### src/rtl/hpid_pkg.sv
// ----------------------------------------------------------------------------
// hpid_pkg
// Shared widths, constants and beat types for the multichannel heater PID core.
// ----------------------------------------------------------------------------
package hpid_pkg;

    // channel layout and fixed-point format
    localparam int CHANNELS           = 5;
    localparam int SECOND_GROUP_START = 3;
    localparam int GAIN_FRAC_W        = 12;

    // field widths
    localparam int CH_W       = 3;
    localparam int TEMP_W     = 12;
    localparam int DUTY_W     = 10;
    localparam int GAIN_W     = 8 + GAIN_FRAC_W;
    localparam int CFG_IDX_W  = 3;
    localparam int CFG_DATA_W = GAIN_W;

    // internal arithmetic widths
    localparam int CH_IDX_W = (CHANNELS > 1) ? $clog2(CHANNELS) : 1;
    localparam int CMP_W    = 5;
    localparam int ERR_W    = TEMP_W + 1;
    localparam int D1_W     = ERR_W + 1;
    localparam int D2_W     = ERR_W + 3;
    localparam int ACC_W    = 12 + GAIN_FRAC_W;
    localparam int PROD_W   = GAIN_W + 1 + D2_W;
    localparam int SUM_W    = PROD_W + 2;

    // duty levels in whole units
    localparam int FULL_DUTY = 999;
    localparam int HALF_DUTY = 500;
    localparam int HIGH_CAP  = 400;
    localparam int LOW_CAP   = 150;
    localparam int NEG_LIMIT = 1023;

    // register defaults
    localparam logic [GAIN_W-1:0] KP_RESET        = GAIN_W'(8192);
    localparam logic [GAIN_W-1:0] KI_RESET        = GAIN_W'(61440);
    localparam logic [GAIN_W-1:0] KD_FIRST_RESET  = GAIN_W'(819);
    localparam logic [GAIN_W-1:0] KD_SECOND_RESET = GAIN_W'(41);
    localparam logic [TEMP_W-1:0] FULL_ERR_RESET  = TEMP_W'(120);
    localparam logic [TEMP_W-1:0] HALF_ERR_RESET  = TEMP_W'(50);
    localparam logic [TEMP_W-1:0] HIGH_TGT_RESET  = TEMP_W'(700);

    // register indexes
    typedef enum logic [CFG_IDX_W-1:0] {
        CFG_KP        = 3'd0,
        CFG_KI        = 3'd1,
        CFG_KD_FIRST  = 3'd2,
        CFG_KD_SECOND = 3'd3,
        CFG_FULL_ERR  = 3'd4,
        CFG_HALF_ERR  = 3'd5,
        CFG_HIGH_TGT  = 3'd6
    } t_cfg_idx;

    // per-item update kind
    typedef enum logic [2:0] {
        MODE_PID,
        MODE_FULL,
        MODE_HALF,
        MODE_ZERO,
        MODE_SKIP
    } t_mode;

    typedef struct packed {
        logic [GAIN_W-1:0] kp;
        logic [GAIN_W-1:0] ki;
        logic [GAIN_W-1:0] kd_first;
        logic [GAIN_W-1:0] kd_second;
        logic [TEMP_W-1:0] full_power_error;
        logic [TEMP_W-1:0] half_power_error;
        logic [TEMP_W-1:0] high_setpoint;
    } t_cfg;

    typedef struct packed {
        logic [CH_W-1:0]   channel;
        logic [TEMP_W-1:0] setpoint;
        logic [TEMP_W-1:0] measured_temp;
    } t_in;

    typedef struct packed {
        logic [CH_W-1:0]   out_channel;
        logic [DUTY_W-1:0] duty;
    } t_out;

    // error stage to accumulator stage
    typedef struct packed {
        logic [CH_W-1:0]          channel;
        t_mode                    mode;
        logic                     cap_high;
        logic signed [PROD_W-1:0] p_kp;
        logic signed [PROD_W-1:0] p_ki;
        logic signed [PROD_W-1:0] p_kd;
    } t_prod;

endpackage

### src/rtl/hpid_cfg_regs.sv
// ----------------------------------------------------------------------------
// hpid_cfg_regs
// Gain and threshold registers behind the plain write port.
// ----------------------------------------------------------------------------
module hpid_cfg_regs
    import hpid_pkg::*;
(
    input  logic                  i_clk,
    input  logic                  i_rst_n,
    input  logic                  i_cfg_we,
    input  logic [CFG_IDX_W-1:0]  i_cfg_idx,
    input  logic [CFG_DATA_W-1:0] i_cfg_data,
    output t_cfg                  o_cfg
);

    t_cfg r_cfg;

    // register writes, unknown indexes dropped
    always_ff @(posedge i_clk) begin
        if (!i_rst_n) begin
            r_cfg.kp               <= KP_RESET;
            r_cfg.ki               <= KI_RESET;
            r_cfg.kd_first         <= KD_FIRST_RESET;
            r_cfg.kd_second        <= KD_SECOND_RESET;
            r_cfg.full_power_error <= FULL_ERR_RESET;
            r_cfg.half_power_error <= HALF_ERR_RESET;
            r_cfg.high_setpoint    <= HIGH_TGT_RESET;
        end else if (i_cfg_we) begin
            unique case (t_cfg_idx'(i_cfg_idx))
                CFG_KP:        r_cfg.kp               <= i_cfg_data[GAIN_W-1:0];
                CFG_KI:        r_cfg.ki               <= i_cfg_data[GAIN_W-1:0];
                CFG_KD_FIRST:  r_cfg.kd_first         <= i_cfg_data[GAIN_W-1:0];
                CFG_KD_SECOND: r_cfg.kd_second        <= i_cfg_data[GAIN_W-1:0];
                CFG_FULL_ERR:  r_cfg.full_power_error <= i_cfg_data[TEMP_W-1:0];
                CFG_HALF_ERR:  r_cfg.half_power_error <= i_cfg_data[TEMP_W-1:0];
                CFG_HIGH_TGT:  r_cfg.high_setpoint    <= i_cfg_data[TEMP_W-1:0];
                default: begin
                end
            endcase
        end
    end

    assign o_cfg = r_cfg;

endmodule

### src/rtl/hpid_err_stage.sv
// ----------------------------------------------------------------------------
// hpid_err_stage
// Input register, error history per channel, band decision and gain products.
// ----------------------------------------------------------------------------
module hpid_err_stage
    import hpid_pkg::*;
(
    input  logic  i_clk,
    input  logic  i_rst_n,
    input  t_cfg  i_cfg,
    input  logic  i_in_valid,
    output logic  o_in_stall,
    input  t_in   i_in_data,
    output logic  o_prod_valid,
    input  logic  i_prod_ready,
    output t_prod o_prod
);

    localparam logic [CMP_W-1:0] CH_LIMIT     = CMP_W'(CHANNELS);
    localparam logic [CMP_W-1:0] GROUP2_START = CMP_W'(SECOND_GROUP_START);

    t_in                     r_in;
    logic                    r_in_vld;
    t_prod                   r_prod;
    logic                    r_prod_vld;
    logic signed [ERR_W-1:0] r_prev_err [CHANNELS];
    logic signed [ERR_W-1:0] r_old_err  [CHANNELS];

    t_prod                   n_prod;
    logic                    in_ready;
    logic                    fire;
    logic                    in_range;
    logic [CH_IDX_W-1:0]     ch_idx;
    logic signed [ERR_W-1:0] err;
    logic signed [ERR_W-1:0] err1;
    logic signed [ERR_W-1:0] err2;
    logic signed [ERR_W-1:0] full_thr;
    logic signed [ERR_W-1:0] half_thr;
    logic signed [D1_W-1:0]  d1;
    logic signed [D2_W-1:0]  d2;
    logic [GAIN_W-1:0]       kd;

    assign in_ready   = !r_in_vld || fire;
    assign fire       = r_in_vld && (!r_prod_vld || i_prod_ready);
    assign o_in_stall = !in_ready;

    // error, band and products for the item in the input register
    always_comb begin
        in_range = {{(CMP_W - CH_W){1'b0}}, r_in.channel} < CH_LIMIT;
        ch_idx   = r_in.channel[CH_IDX_W-1:0];
        err      = $signed({1'b0, r_in.setpoint}) - $signed({1'b0, r_in.measured_temp});
        err1     = in_range ? r_prev_err[ch_idx] : '0;
        err2     = in_range ? r_old_err[ch_idx]  : '0;
        full_thr = $signed({1'b0, i_cfg.full_power_error});
        half_thr = $signed({1'b0, i_cfg.half_power_error});
        d1       = D1_W'(err) - D1_W'(err1);
        d2       = D2_W'(err) - (D2_W'(err1) <<< 1) + D2_W'(err2);
        kd       = ({{(CMP_W - CH_W){1'b0}}, r_in.channel} < GROUP2_START)
                   ? i_cfg.kd_first : i_cfg.kd_second;

        n_prod.channel  = r_in.channel;
        n_prod.cap_high = r_in.setpoint > i_cfg.high_setpoint;
        priority if (!in_range) begin
            n_prod.mode = MODE_SKIP;
        end else if (err >= full_thr) begin
            n_prod.mode = MODE_FULL;
        end else if (err >= half_thr) begin
            n_prod.mode = MODE_HALF;
        end else if (err < $signed(ERR_W'(0))) begin
            n_prod.mode = MODE_ZERO;
        end else begin
            n_prod.mode = MODE_PID;
        end
        n_prod.p_kp = PROD_W'($signed({1'b0, i_cfg.kp})) * PROD_W'(d1);
        n_prod.p_ki = PROD_W'($signed({1'b0, i_cfg.ki})) * PROD_W'(err);
        n_prod.p_kd = PROD_W'($signed({1'b0, kd}))       * PROD_W'(d2);
    end

    // valids and error history
    always_ff @(posedge i_clk) begin
        if (!i_rst_n) begin
            r_in_vld   <= 1'b0;
            r_prod_vld <= 1'b0;
            for (int i = 0; i < CHANNELS; i++) begin
                r_prev_err[i] <= '0;
                r_old_err[i]  <= '0;
            end
        end else begin
            if (in_ready) begin
                r_in_vld <= i_in_valid;
            end
            if (!r_prod_vld || i_prod_ready) begin
                r_prod_vld <= r_in_vld;
            end
            if (fire && in_range) begin
                r_prev_err[ch_idx] <= err;
                r_old_err[ch_idx]  <= err1;
            end
        end
    end

    // payload registers
    always_ff @(posedge i_clk) begin
        if (in_ready && i_in_valid) begin
            r_in <= i_in_data;
        end
        if (fire) begin
            r_prod <= n_prod;
        end
    end

    assign o_prod_valid = r_prod_vld;
    assign o_prod       = r_prod;

endmodule

### src/rtl/hpid_acc_stage.sv
// ----------------------------------------------------------------------------
// hpid_acc_stage
// Duty accumulator per channel, clamping and the result register.
// ----------------------------------------------------------------------------
module hpid_acc_stage
    import hpid_pkg::*;
(
    input  logic  i_clk,
    input  logic  i_rst_n,
    input  logic  i_prod_valid,
    output logic  o_prod_ready,
    input  t_prod i_prod,
    output logic  o_out_valid,
    input  logic  i_out_stall,
    output t_out  o_out_data
);

    localparam logic signed [ACC_W-1:0] FULL_ACC = ACC_W'(FULL_DUTY * (1 << GAIN_FRAC_W));
    localparam logic signed [ACC_W-1:0] HALF_ACC = ACC_W'(HALF_DUTY * (1 << GAIN_FRAC_W));
    localparam logic signed [SUM_W-1:0] CAP_HI   = SUM_W'(HIGH_CAP * (1 << GAIN_FRAC_W));
    localparam logic signed [SUM_W-1:0] CAP_LO   = SUM_W'(LOW_CAP * (1 << GAIN_FRAC_W));
    localparam logic signed [SUM_W-1:0] NEG_ACC  = SUM_W'(-(NEG_LIMIT * (1 << GAIN_FRAC_W)));

    logic signed [ACC_W-1:0] r_acc [CHANNELS];
    t_out                    r_out;
    logic                    r_out_vld;

    t_out                    n_out;
    logic signed [ACC_W-1:0] n_acc;
    logic signed [ACC_W-1:0] acc_old;
    logic signed [SUM_W-1:0] sum;
    logic signed [SUM_W-1:0] cap;
    logic [CH_IDX_W-1:0]     ch_idx;
    logic                    ready;
    logic                    fire;

    assign ready = !r_out_vld || !i_out_stall;
    assign fire  = i_prod_valid && ready;

    // accumulate, clamp and form the duty
    always_comb begin
        ch_idx  = i_prod.channel[CH_IDX_W-1:0];
        acc_old = (i_prod.mode == MODE_SKIP) ? '0 : r_acc[ch_idx];
        sum     = SUM_W'(acc_old) + i_prod.p_kp + i_prod.p_ki + i_prod.p_kd;
        cap     = i_prod.cap_high ? CAP_HI : CAP_LO;
        unique case (i_prod.mode)
            MODE_FULL: n_acc = FULL_ACC;
            MODE_HALF: n_acc = HALF_ACC;
            MODE_ZERO: n_acc = '0;
            MODE_PID: begin
                priority if (sum >= cap) begin
                    n_acc = cap[ACC_W-1:0];
                end else if (sum < NEG_ACC) begin
                    n_acc = NEG_ACC[ACC_W-1:0];
                end else begin
                    n_acc = sum[ACC_W-1:0];
                end
            end
            MODE_SKIP: n_acc = '0;
            default:   n_acc = '0;
        endcase
        n_out.out_channel = i_prod.channel;
        n_out.duty        = n_acc[ACC_W-1] ? '0 : n_acc[GAIN_FRAC_W +: DUTY_W];
    end

    // result valid and accumulators
    always_ff @(posedge i_clk) begin
        if (!i_rst_n) begin
            r_out_vld <= 1'b0;
            for (int i = 0; i < CHANNELS; i++) begin
                r_acc[i] <= '0;
            end
        end else begin
            if (ready) begin
                r_out_vld <= i_prod_valid;
            end
            if (fire && (i_prod.mode != MODE_SKIP)) begin
                r_acc[ch_idx] <= n_acc;
            end
        end
    end

    // result payload
    always_ff @(posedge i_clk) begin
        if (fire) begin
            r_out <= n_out;
        end
    end

    assign o_prod_ready = ready;
    assign o_out_valid  = r_out_vld;
    assign o_out_data   = r_out;

endmodule

### src/rtl/multichannel_incremental_pid_heater_core.sv
// ----------------------------------------------------------------------------
// multichannel_incremental_pid_heater_core
// Five-channel velocity-form PID heater duty controller.
// ----------------------------------------------------------------------------
// Each input beat names a channel with a target and a measured temperature and
// yields exactly one result beat with that channel's new duty (0..999). Large
// errors force full or half duty, negative errors force zero, otherwise the
// channel accumulator adds the incremental PID term and is capped at 400 or
// 150. The core takes one beat per clock while the output is not stalled and
// returns results in order; an accepted input is loaded into the input
// register, then the register after the three gain multipliers, then the
// result register. Error history is updated as an item leaves the input
// register and the accumulator as it enters the result register, so
// consecutive beats for the same channel need no gaps. Write the gain and
// threshold registers only while no beat is in flight.
// ----------------------------------------------------------------------------
module multichannel_incremental_pid_heater_core
    import hpid_pkg::*;
(
    input  logic                  i_clk,
    input  logic                  i_rst_n,
    input  logic                  i_cfg_we,
    input  logic [CFG_IDX_W-1:0]  i_cfg_idx,
    input  logic [CFG_DATA_W-1:0] i_cfg_data,
    input  logic                  i_in_valid,
    output logic                  o_in_stall,
    input  t_in                   i_in_data,
    output logic                  o_out_valid,
    input  logic                  i_out_stall,
    output t_out                  o_out_data
);

    t_cfg  cfg;
    t_prod prod;
    logic  prod_valid;
    logic  prod_ready;

    // gain and threshold registers
    hpid_cfg_regs u_cfg (
        .i_clk      (i_clk),
        .i_rst_n    (i_rst_n),
        .i_cfg_we   (i_cfg_we),
        .i_cfg_idx  (i_cfg_idx),
        .i_cfg_data (i_cfg_data),
        .o_cfg      (cfg)
    );

    // error history and products
    hpid_err_stage u_err (
        .i_clk        (i_clk),
        .i_rst_n      (i_rst_n),
        .i_cfg        (cfg),
        .i_in_valid   (i_in_valid),
        .o_in_stall   (o_in_stall),
        .i_in_data    (i_in_data),
        .o_prod_valid (prod_valid),
        .i_prod_ready (prod_ready),
        .o_prod       (prod)
    );

    // accumulators and result register
    hpid_acc_stage u_acc (
        .i_clk        (i_clk),
        .i_rst_n      (i_rst_n),
        .i_prod_valid (prod_valid),
        .o_prod_ready (prod_ready),
        .i_prod       (prod),
        .o_out_valid  (o_out_valid),
        .i_out_stall  (i_out_stall),
        .o_out_data   (o_out_data)
    );

endmodule

### config.mk
export PLATFORM = sky130hd
export DESIGN_NAME = multichannel_incremental_pid_heater_core
export DESIGN_NICKNAME = d
export VERILOG_FILES = /design/src/rtl/hpid_pkg.sv /design/src/rtl/hpid_cfg_regs.sv /design/src/rtl/hpid_err_stage.sv /design/src/rtl/hpid_acc_stage.sv /design/src/rtl/multichannel_incremental_pid_heater_core.sv
export SDC_FILE = /design/constraint.sdc
export NUM_CORES = 2
export LEC_CHECK = 0
export BUFFER_PORTS_ARGS = -buffer_cell sky130_fd_sc_hd__clkbuf_2
export CAP_MARGIN = 20
export CORE_ASPECT_RATIO = 1.25
export CORE_MARGIN = 2
export CORE_UTILIZATION = 40
export CTS_CLUSTER_SIZE = 40
export DETAILED_ROUTE_END_ITERATION = 16
export GPL_ROUTABILITY_DRIVEN = 0
export GPL_TIMING_DRIVEN = 0
export SLEW_MARGIN = 40
export SYNTH_ARGS = -nofsm -noshare
export SYNTH_HDL_FRONTEND = slang
export SYNTH_SLANG_ARGS = --single-unit
### constraint.sdc
create_clock -name i_clk -period 15.7 [get_ports i_clk]
set_input_delay 3.14 -clock i_clk [delete_from_list [all_inputs] [get_ports i_clk]]
set_output_delay 3.14 -clock i_clk [all_outputs]
set_load 0.1 [all_outputs]
Word level (Yosys, flattened, before mapping)
Memories as Yosys holds them, arrays and structs flattened. A register that Yosys moved wholly into a read port is not among the register bits.
Cells that the tools add are included.
{"block": "word_totals", "wordCells": 110, "output_inout_bits": 15, "regBits": 272, "input_bits": 55, "mem_bits_rw": 250, "mem_count": 3}
{"block": "classes", "order_cmp": 8, "n_bitwise": 1, "eq_ne": 10, "multipliers": 3, "n_reduce_logical": 26, "addsub": 7, "n_mux": 30}
{"name": "u_acc.r_acc", "words": 5, "width": 24, "read_ports": 1, "rd_ports_with_merged_regs": 1, "wr": 5, "line": "hpid_acc_stage.sv:24", "source": "logic signed [ACC_W-1:0] r_acc [CHANNELS];"}
{"name": "u_err.r_old_err", "words": 5, "width": 13, "read_ports": 1, "rd_ports_with_merged_regs": 1, "wr": 5, "line": "hpid_err_stage.sv:27", "source": "logic signed [ERR_W-1:0] r_old_err [CHANNELS];"}
{"name": "u_err.r_prev_err", "words": 5, "width": 13, "read_ports": 1, "rd_ports_with_merged_regs": 1, "wr": 5, "line": "hpid_err_stage.sv:26", "source": "logic signed [ERR_W-1:0] r_prev_err [CHANNELS];"}
{"op": "$mux 24", "count": 4}
{"op": "$pmux 24 s3", "count": 1}
{"op": "$mux 13", "count": 4}
{"op": "$add 39x37->39", "count": 1}
{"op": "$ge 39x39->1", "count": 1}
{"op": "$lt 39x23->1 const B", "count": 1}
{"op": "$add 36x34->37", "count": 1}
{"op": "$mul 21x16->37", "count": 1}
{"op": "$add 24x35->36", "count": 1}
{"op": "$mul 21x14->35", "count": 1}
{"op": "$mul 21x13->34", "count": 1}
{"op": "$ge 13x13->1", "count": 2}
{"op": "$reduce_or 13->1", "count": 2}
{"op": "$mux 3", "count": 8}
{"op": "$reduce_or 24->1", "count": 1}
{"op": "$mux 21", "count": 1}
{"op": "$mux 20", "count": 1}
{"op": "$add 15x13->16", "count": 1}
{"op": "$sub 13x14->15", "count": 1}
{"op": "$reduce_and 2->1", "count": 7}
{"op": "$sub 13x13->14", "count": 1}
{"op": "$lt 13x1->1 const B", "count": 1}
{"op": "$sub 12x12->13", "count": 1}
{"op": "$eq 3x3->1 const B", "count": 4}
{"op": "14 further kinds", "count": 37}

Depth between registers and ports, before layout
{"block": "logic_depth", "ltp_word": 10, "mapped_depth": 48, "depth_no_buf": 46}

Modules after synthesis
From an unflattened synthesis, not the netlist that was laid out.
{"block": "hier_totals", "hier_cells": 6041, "area_unflattened_um2": 62469.9}
{"module": "hpid_err_stage", "instances": 1, "area_each_um2": 44684.1, "cells_per_inst": 4390, "seq_area_each_um2": 10550.1}
{"module": "hpid_acc_stage", "instances": 1, "area_each_um2": 13421.6, "cells_per_inst": 1233, "seq_area_each_um2": 6175.9}
{"module": "hpid_cfg_regs", "instances": 1, "area_each_um2": 4364.2, "cells_per_inst": 418, "seq_area_each_um2": 2322.2}

Worst setup path after synthesis
OpenSTA, ideal clock, no wires.
{"block": "synth_path", "path_kind": "flip-flop to flip-flop", "startpoint": "register (tool-made name)", "endpoint": "register u_err.r_prod, in the netlist u_err.o_prod[35] (data pin)", "period_less_slack_ns": 11.006, "required_ns": 15.442, "path_stages_with_launch": 43, "path_buffers": 4, "arrival_time_ns": 10.749, "slack_ns": 4.694, "setup_time_ns": 0.258, "cell_sequence": "dfxtp_1 > clkbuf_1 > clkbuf_1 > buf_1 > mux4_2 > mux2i_1 > nor2_1 > fa_1 > ha_1 > nor2b_1 > o21ai_0 > a21boi_0 > o21ai_0 > a21boi_0 > o21ai_0 > a21boi_0 > o21ai_0 > a21oi_1 > [7 not listed] > fa_1 > inv_1 > fa_1 > inv_1 > fa_1 > ha_1 > and3_1 > and3_1 > nor2b_1 > a41oi_1 > a211o_1 > a31oi_1 > and2_1 > o21ai_0 > a21boi_0 > o21a_1 > a311o_1 > xor2_1"}
{"item": "end signal, assigned", "line": "hpid_err_stage.sv:108", "source": "r_prod <= n_prod;"}
{"item": "end, declared", "line": "hpid_err_stage.sv:24", "source": "t_prod r_prod;"}

==> metrics.cfg <==
[die]
rows = 162
die-area_um2 = 161000
core_um2 = 156000
start_util_pct = 40.3
die_w_um = 359
pin_count = 70
dieHeight_um = 448

[worst_setup_path]
cp-start-kind = register
cp_max_fo = 16
slowest_delay_ns = 0.69
arrival_ns = 14.46
r2r_cells = 41
r2r-end = u_err.o_prod[35]$_DFFE_PP_
critPathKind = reg2reg
critPathRequiredTime_ns = 16.12
cpMostUsedCell = fa_1
critPathSlowestCell = a21boi_0
crit_path_end_kind = register
ff2ff_setup_slack_ns = 1.66
r2r_start = u_err.r_in[0]$_DFFE_PP_

[synthesis]
yosys_warnings = 0
synth_common_cells = inv_1 (911), nand2_1 (790), fa_1 (714)
synth_most_common_cell = inv_1
syn_area_per_cell_um2 = 10.2
ys_ff_latch = 678
yosysTopAreaCellShare_pct = 26.4
syn_inst = 6144
synth_edf_count = 553
ys_types = 88
seq_area_frac_synth_pct = 30.3
synthTopCellsByArea = edfxtp_1 (26%), fa_1 (23%), ha_1 (10%)
syn_area_um2 = 63000
ys_async_sr_fraction_pct = 0
ys.flop_type = edfxtp_1
synth_top_area_cell = edfxtp_1

[clock_network]
post_cts_resized = 0
cts_setup_buffers = 0
clockBufferDepth = 3
clock_latency_ns = 0.70
clk_pin_slew_ns = 0.06
htreeDepth = 3
holdBufCountCts = 0
cts-root-buf = clkbuf_16
cts_tree = built
cts_buffers = 78
cts_sinks = 678

[global_route]
grt_pass1_vias = 47200
use_met3_pct = 3.33
track_usage_pct = 23.7
antenna_found_initial = 11
grt_pass1_wl_um = 285000
grt_use_met1_pct = 28.2
grt_start_max_net_pins = 85
grt.busiest_layer = met2
grt_util_met2_pct = 40.4
global_route.overflow_total = 0

[timing]
clock_skew_ns = 0.0368
timing_hold_violations_final = 0
max_freq_mhz = 71.2
whs_ns = 0.464
tns_ns = 0
period_needed_ns = 14.04
final_max_slew_viol_count = 0
relSlewSlack_pct = 40.6
rsz0062_at_grt = no
fin_crit_sh_pct = 89.4
setup_viol = 0
tightest_slew_ns = 0.888

[route]
dr.pass1.iters = 6
drc = 0
vias = 45700
first_iter_violations = 3569
wl_per_cell_um = 22.3
vias_per_cell = 5.38
drt-total-wl_um = 190000
ant_nets = 0

[hold_path]
min-delay-start = u_cfg.o_cfg[10]$_SDFFE_PN0P_
holdPathEnd = u_cfg.o_cfg[10]$_SDFFE_PN0P_
hold_depth = 2
hp-class = reg2reg

[placement]
hpwl_um = 151000
port_buffers = 66

[cells_and_area]
regArea_um2 = 19100
num-nets-final = 7659
multiInputGateArea_um2 = 39900
drive_gt1_share_pct = 7.66
nFillCells = 14900
area_delta_synth_final_pct = 10.1

[flow_run]
max-cap-violations = 0

[status]
status = finished, final reports clean

[registers in the layout (all words and copies together) (netlist names), named ones only]
signal	flops
u_acc.r_acc	192
u_cfg.o_cfg	116
u_err.o_prod	113
u_err.r_old_err	104
u_err.r_prev_err	104
u_err.r_in	24
u_acc.o_out_data	13
u_err.ch_idx	3
u_acc.o_out_valid	1
u_err.o_prod_valid	1
u_err.r_in_vld	1
[per-layer routing]
layer / vias to the layer above / wire (um)
li1: 20600 / -
met1: 23000 / 73000
met2: 1570 / 91700
met3: 515 / 11100
met4: 8 / 13900
met5: - / 51
[how the worst max path moves through the flow]
stage                             from                    endpoint  slack (ns)  cells after the start
3_3_place_gp                  register  u_err.o_prod[35]$_DFFE_PP_        0.99                     42
3_5_place_dp   u_err.r_in[0]$_DFFE_PP_  u_err.o_prod[35]$_DFFE_PP_        1.87                     41
5_1_grt        u_err.r_in[0]$_DFFE_PP_  u_err.o_prod[35]$_DFFE_PP_        1.11                     41
6_report       u_err.r_in[0]$_DFFE_PP_  u_err.o_prod[35]$_DFFE_PP_        1.66                     41
4_1_cts        u_err.r_in[0]$_DFFE_PP_  u_err.o_prod[35]$_DFFE_PP_        1.83                     41
2_1_floorplan                 register  u_err.o_prod[35]$_DFFE_PP_        4.69                     42
[stage by stage]
step,utilization [%],setup WS [ns],instances,instance area [um2]
floorplan,-,4.69,6221,63200
global placement,42.4,0.993,8337,66100
detailed placement,42.7,1.87,8350,66700
CTS,44.4,1.83,8495,69300
global route,44.4,1.11,8499,69300
finish,44.4,1.66,8499,69300
[cells by family (layout without fill, tap and decap cells)]
family	after synthesis	after routing	share of synthesized area, %
and+or+nand+nor	1951	1951	14.2
adders and majority gates	1224	1224	32.8
buffers and inverters	1203	1427	7.22
AOI/OAI and AO/OA	709	709	7.64
DFF	678	678	30.3
muxes	211	211	5.44
xor gates and xnor gates	167	167	2.32
other	1	82	0.00596
[placed cells by master (no fill, tap or decap), drive strengths merged, types with 123 or more instances in the layout]
| cell | Yosys | routed |
|---|---|---|
| nand2 | 790 | 790 |
| inv | 913 | 923 |
| nor3 | 128 | 128 |
| nor2 | 462 | 462 |
| ha | 510 | 510 |
| edfxtp | 553 | 553 |
| xnor2 | 123 | 123 |
| dfxtp | 125 | 125 |
| fa | 714 | 714 |
| and2 | 177 | 177 |
| a21oi | 173 | 173 |
| clkbuf | 256 | 426 |
[final cells by class]
| class | instances | share of cell area (%) |
|---|---|---|
| inverters | 916 | 4.97 |
| clock inverters | 43 | 0.794 |
| well taps | 2050 | 3.70 |
| flip-flops and latches | 678 | 27.6 |
| diodes | 4 | 0.0144 |
| multi-input cells | 4340 | 57.5 |
| clock buffers | 102 | 3.01 |
| repair buffers | 79 | 0.805 |
| plain buffers | 287 | 1.65 |
[critical path: cells and delay by family, from the launching register on]
kind | cells | cell delay [ns]
flops | 1 | 0.37
simple gates | 8 | 1.80
xor+xnor | 1 | 0.14
buf+inv | 6 | 2.56
compound gates | 15 | 3.65
fa+ha+maj | 11 | 5.20
Power is left out: the tool's default activity adds up to more than one toggle a clock period on the data nets, which glitch-free logic cannot reach.
